--- config.mk ---
export PLATFORM = sky130hd
export DESIGN_NAME = bha_ctrl
export DESIGN_NICKNAME = d
export VERILOG_FILES = /design/src/sv/bha_pkg.sv /design/src/sv/bha_ctrl.sv
export SDC_FILE = /design/constraint.sdc
export NUM_CORES = 1
export LEC_CHECK = 0
export BUFFER_PORTS_ARGS = -buffer_cell sky130_fd_sc_hd__buf_2
export CORE_UTILIZATION = 43
export CTS_CLUSTER_DIAMETER = 30
export DETAILED_ROUTE_END_ITERATION = 6
export PLACE_DENSITY_LB_ADDON = 0.25
export SLEW_MARGIN = 15
export SYNTH_ARGS = -nofsm -noshare
export SYNTH_HDL_FRONTEND = slang
export SYNTH_SLANG_ARGS = --single-unit
--- constraint.sdc ---
create_clock -name clock -period 1.8 [get_ports clock]
set_input_delay 0.09 -clock clock [delete_from_list [all_inputs] [get_ports clock]]
set_output_delay 0.09 -clock clock [all_outputs]
set_load 0.005 [all_outputs]
--- src/sv/bha_pkg.sv ---
// Types, constants and helper functions of the beat histogram accumulator.
package bha_pkg;

   localparam int NUM_BINS      = 128;
   localparam int LAG_MAX       = 512;
   localparam int MIN_TEMPO_BIN = 40;

   localparam int BIN_W = $clog2(NUM_BINS);
   localparam int EE_W  = BIN_W + 1;
   localparam int DVD_W = 33 + BIN_W;
   localparam int DVS_W = (BIN_W + 1 > 10) ? BIN_W + 1 : 10;
   localparam int NUM_W = DVD_W + 1;

   localparam logic [31:0] BPM_SCALE_RESET = 32'd15360;
   localparam logic [7:0]  END_BIN_RESET   = 8'd100;

   localparam logic [1:0] REQ_SAMPLE = 2'd0;
   localparam logic [1:0] REQ_READ   = 2'd1;
   localparam logic [1:0] REQ_CLEAR  = 2'd2;

   localparam logic CSR_BPM_SCALE = 1'b0;
   localparam logic CSR_END_BIN   = 1'b1;

   typedef struct packed {
      logic [1:0]         req_type;
      logic               frame_start;
      logic [8:0]         lag;
      logic signed [15:0] amp;
      logic [6:0]         read_index;
   } req_beat_type;

   typedef struct packed {
      logic signed [31:0] bin_value;
      logic [6:0]         bin_index;
   } rsp_beat_type;

   typedef enum logic [3:0] {
      ST_IDLE,
      ST_READ_WAIT,
      ST_READ_OUT,
      ST_BIN_DIV,
      ST_MEAN_START,
      ST_MEAN_DIV,
      ST_LO_RD,
      ST_HI_RD,
      ST_HI_WAIT,
      ST_INT_START,
      ST_INT_DIV,
      ST_ADVANCE
   } state_type;

   typedef enum logic [1:0] {
      DIV_BIN,
      DIV_MEAN,
      DIV_INTERP
   } div_sel_type;

   typedef struct packed {
      logic        load;
      logic        restart;
      logic        clear;
      logic        rd_index;
      logic        rsp_load;
      logic        div_start;
      div_sel_type div_sel;
      logic        acc;
      logic        rd_prev;
      logic        mean_wr;
      logic        rd_pprev;
      logic        latch_lo;
      logic        latch_hi;
      logic        int_start;
      logic        int_wr;
      logic        advance;
   } cmd_type;

   typedef struct packed {
      logic [1:0] in_type;
      logic       in_fs;
      logic       in_lag_ok;
      logic       div_busy;
      logic       bin_ok;
      logic       same_bin;
      logic       need_interp;
      logic       k_last;
      logic       rsp_ready;
   } status_type;

   // Effective end bin: end_bin limited to the number of bins.
   function automatic logic [EE_W-1:0] eff_end_f(input logic [7:0] e);
      if (32'(e) < 32'(NUM_BINS)) begin
         return EE_W'(e);
      end
      return EE_W'(NUM_BINS);
   endfunction

   function automatic logic signed [31:0] sat32_f(input logic signed [35:0] v);
      logic signed [35:0] hi_lim;
      logic signed [35:0] lo_lim;
      hi_lim = 36'sd2147483647;
      lo_lim = -36'sd2147483648;
      if (v > hi_lim) begin
         return 32'sh7FFFFFFF;
      end
      if (v < lo_lim) begin
         return 32'sh80000000;
      end
      return $signed(v[31:0]);
   endfunction

endpackage

--- src/sv/bha_ctrl.sv ---
// Controller state machine that sequences each request through the datapath.
module bha_ctrl (
   input  logic                clock,
   input  logic                reset,
   input  logic                req_valid,
   output logic                req_stall,
   input  bha_pkg::status_type status,
   output bha_pkg::cmd_type    cmd
);

   bha_pkg::state_type state_ff, state_in;

   always_ff @(posedge clock) begin
      if (reset) begin
         state_ff <= bha_pkg::ST_IDLE;
      end else begin
         state_ff <= state_in;
      end
   end

   always_comb begin
      cmd       = '0;
      state_in  = state_ff;
      req_stall = 1'b1;
      unique case (state_ff)
         bha_pkg::ST_IDLE: begin
            req_stall = 1'b0;
            if (req_valid) begin
               cmd.load = 1'b1;
               unique case (status.in_type)
                  bha_pkg::REQ_SAMPLE: begin
                     cmd.restart = status.in_fs;
                     if (status.in_lag_ok) begin
                        cmd.div_start = 1'b1;
                        cmd.div_sel   = bha_pkg::DIV_BIN;
                        state_in      = bha_pkg::ST_BIN_DIV;
                     end
                  end
                  bha_pkg::REQ_READ: begin
                     cmd.rd_index = 1'b1;
                     state_in     = bha_pkg::ST_READ_WAIT;
                  end
                  bha_pkg::REQ_CLEAR: cmd.clear = 1'b1;
                  default: ;
               endcase
            end
         end
         bha_pkg::ST_READ_WAIT: state_in = bha_pkg::ST_READ_OUT;
         bha_pkg::ST_READ_OUT: begin
            if (status.rsp_ready) begin
               cmd.rsp_load = 1'b1;
               state_in     = bha_pkg::ST_IDLE;
            end
         end
         bha_pkg::ST_BIN_DIV: begin
            if (!status.div_busy) begin
               if (status.bin_ok) begin
                  cmd.acc  = 1'b1;
                  state_in = status.same_bin ? bha_pkg::ST_LO_RD : bha_pkg::ST_MEAN_START;
               end else begin
                  state_in = bha_pkg::ST_IDLE;
               end
            end
         end
         bha_pkg::ST_MEAN_START: begin
            cmd.div_start = 1'b1;
            cmd.div_sel   = bha_pkg::DIV_MEAN;
            cmd.rd_prev   = 1'b1;
            state_in      = bha_pkg::ST_MEAN_DIV;
         end
         bha_pkg::ST_MEAN_DIV: begin
            cmd.div_sel = bha_pkg::DIV_MEAN;
            if (!status.div_busy) begin
               cmd.mean_wr = 1'b1;
               state_in    = bha_pkg::ST_LO_RD;
            end
         end
         bha_pkg::ST_LO_RD: begin
            if (status.need_interp) begin
               cmd.rd_prev = 1'b1;
               state_in    = bha_pkg::ST_HI_RD;
            end else begin
               state_in = bha_pkg::ST_ADVANCE;
            end
         end
         bha_pkg::ST_HI_RD: begin
            cmd.latch_lo = 1'b1;
            cmd.rd_pprev = 1'b1;
            state_in     = bha_pkg::ST_HI_WAIT;
         end
         bha_pkg::ST_HI_WAIT: begin
            cmd.latch_hi = 1'b1;
            state_in     = bha_pkg::ST_INT_START;
         end
         bha_pkg::ST_INT_START: begin
            cmd.int_start = 1'b1;
            cmd.div_start = 1'b1;
            cmd.div_sel   = bha_pkg::DIV_INTERP;
            state_in      = bha_pkg::ST_INT_DIV;
         end
         bha_pkg::ST_INT_DIV: begin
            cmd.div_sel = bha_pkg::DIV_INTERP;
            if (!status.div_busy) begin
               cmd.int_wr = 1'b1;
               state_in   = status.k_last ? bha_pkg::ST_ADVANCE : bha_pkg::ST_INT_START;
            end
         end
         bha_pkg::ST_ADVANCE: begin
            cmd.advance = 1'b1;
            state_in    = bha_pkg::ST_IDLE;
         end
         default: state_in = bha_pkg::ST_IDLE;
      endcase
   end

endmodule

==> key figures <==
Outcome
  • Status: complete, no violations

Final layout
  • Reg with most FFs: state_ff
  • Most common cell after layout, fill and taps aside: buf_2
  • Layout area overhead: 31.1%
  • Max reg flops: 4
  • Nets@finish: 130
  • N_diodes: 0
  • Non-Filler Instances: 129
  • Commonest non-fill, non-tap cells in the layout: buf_2 (30), nor3_1 (11), nand2_1 (9), nor2_1 (8), a21oi_1 (7)
  • Share of cells above drive strength 1: 40.0%
  • Biggest regs: state_ff: 4 flops

Setup path
  • CP arrival: 1.48 ns
  • WP data required: 1.71 ns
  • CP max stage cell: dfxtp_1
  • CP max stage delay: 0.46 ns
  • Crit path cell chain: nor2_2 -> nand3_1 -> nor3_1 -> nand2_1 -> o21ai_1 -> buf_2
  • Endpoint type of the worst setup path: primary output
  • Crit path max fanout: 15
  • Worst Path Class, Setup: reg -> out
  • Critical Path Start Type: register

Clock tree
  • Clock latency on the worst-skew pair: 0.23 ns
  • Clk buf depth: 2
  • CTS tree: yes
  • Clock sink count: 4
  • Root buffer cell: clkbuf_4
  • TritonCTS Buffers: 3
  • Clock transition at the registers of the reported paths: 0.04 ns
  • CTS H-Tree Depth: 1
  • # Post-CTS Setup Buffers: 0

Power
  • Peak supply drop: 0.287 mV
  • Final Total Pwr: 326 µW
  • Sw Ratio: 32.1%
  • PwrDens: 427 nW/µm²
  • Gate power share: 34.1%
  • Sw power: 105 µW
  • Reg power frac: 32.1%
  • Clock Power Share: 33.8%
  • P_int: 222 µW
  • Leakage: 0.376 nW

Floorplan
  • CORE AREA: 1190 µm²
  • Initial core utilization: 49.2%
  • Die area: 1510 µm²
  • I/O Pins: 31
  • Die height: 38.8 µm
  • Die width: 38.8 µm
  • Std-Cell Rows: 12

Place
  • Pre-CTS setup slack: 0.277 ns
  • Placed cells: 126
  • I/O Buffers: 30
  • HPWL reported at the end of detailed placement: 1100 µm
  • Routability cong.: 0.805

GRT
  • Initial antenna violation count: 0
  • Gr ovfl total: 0
  • Vias in the first global route: 549
  • Largest net degree at the start of global routing: 16
  • GRT Resource Usage Total: 21.1%
  • First-pass GRT wire length: 2260 µm

Timing
  • WHS: 0.0543 ns
  • Unrepaired setup endpoints after global routing: false
  • Clock skew: 0.000722 ns
  • Final setup TNS: 0 ns
  • Worst-margin pin slew: 0.511 ns
  • Slew Viols, Final: 0
  • Period utilisation layout: 87.4%
  • Hold Vio Cnt, Final: 0
  • # setup viols final: 0
  • Fmax: 635 MHz
  • Tmin final: 1.57 ns
  • Relative slew slack: 65.9%
  • Fin worst setup slack: 0.226 ns

Detailed routing
  • Routed WL per cell: 11.4 µm
  • Vias per std cell: 5.33
  • Post-route ant nets: 0
  • DRC viols: 0
  • Via count: 687
  • Drt pass-1 iters: 3
  • Iteration-0 DRC Markers: 12
  • DRT Wirelength: 1470 µm

Logic synthesis
  • Yosys warning total: 0
  • Post-Syn Instances: 84
  • Sequential-to-total area share from yosys stat: 13.7%
  • Number of synthesized flops with an enable pin: 0
  • Mapped Area: 583 µm²
  • Ys async rst share: 0%
  • Post-synth net total: 97
  • Main flop type after synthesis: dfxtp_1
  • Synth cell types: 33
  • Syn_area_per_cell: 6.94 µm²
  • #FFs+latches synth: 4

Run
  • Max cap viols: 0

Hold path
  • Hold Path Class: in -> reg
synth_stat cells (3+ instances only):
cell type / number / area, µm²
nand2_1: 9 / 33.8
nor2_1: 9 / 33.8
dfxtp_1: 4 / 80.1
a21oi_1: 7 / 35.0
a31oi_1: 3 / 18.8
o21ai_1: 3 / 15.0
buf_4: 3 / 22.5
nor3_1: 11 / 55.1
stage by stage:
stage	utilization, %	instance area, µm²
floorplan	-	583
global placement	61.8	733
detailed placement	61.8	733
CTS	63.7	756
global route	64.5	764
finish	64.5	764
metal layers:
layer | part of all wire, % | up-vias | GRT usage [%]
met1 | 47 | 300 | 27.4
met4 | 0 | 0 | 2.59
met3 | 4.4 | 0 | 3.47
met5 | 0 | - | 0
li1 | - | 365 | -
met2 | 49 | 22 | 37.1
critical path, delay by kind of cell, from the launching register on:
kind | cells | cell delay [ns]
compound gates | 1 | 0.06
buf+inv | 1 | 0.12
flops | 1 | 0.46
simple gates | 4 | 0.61
cell type report:
cell class,instances,area [µm²]
Tap cell,14,17.5
Sequential cell,4,81.3
Clock buffer,3,22.5
Fill cell,121,422
Multi-Input combinational cell,69,440
Timing Repair Buffer,35,188
Inverter,4,15.0
path summary, 6_finish.rpt:
kind,startpoint,end,slack [ns],cells after the start
worst max-delay path,state_ff[2],cmd[11],0.23,6
worst min-delay path,reset,state_ff[3],0.05,2
worst max register to register,state_ff[1],state_ff[1],0.26,5
worst min register to register,state_ff[1],state_ff[1],0.65,2
timing repair:
action                     4_1_cts  5_1_grt
hold buffers                     0        0
gates resized for setup          0        3
setup endpoints to repair        0        2
cell families (layout without fill, tap and decap cells):
logic type | Yosys count | count (layout) | synth area share, %
xor+xnor | 2 | 2 | 3.00
simple gates | 45 | 45 | 44.0
compound gates | 21 | 21 | 25.5
buf+inv | 11 | 42 | 12.0
flops | 4 | 4 | 13.7
mux | 1 | 1 | 1.72
power groups by stage:
| stage | registers, mW | logic [mW] | clock network (mW) |
|---|---|---|---|
| global route | 0.106 | 0.124 | 0.116 |
| global placement | 0.105 | 0.110 | 0 |
| floorplan | 0.0968 | 0.0779 | 0 |
| finish | 0.105 | 0.111 | 0.110 |
| CTS | 0.104 | 0.111 | 0.111 |
| detailed placement | 0.105 | 0.110 | 0 |
Power figures use the tool's default switching activity.
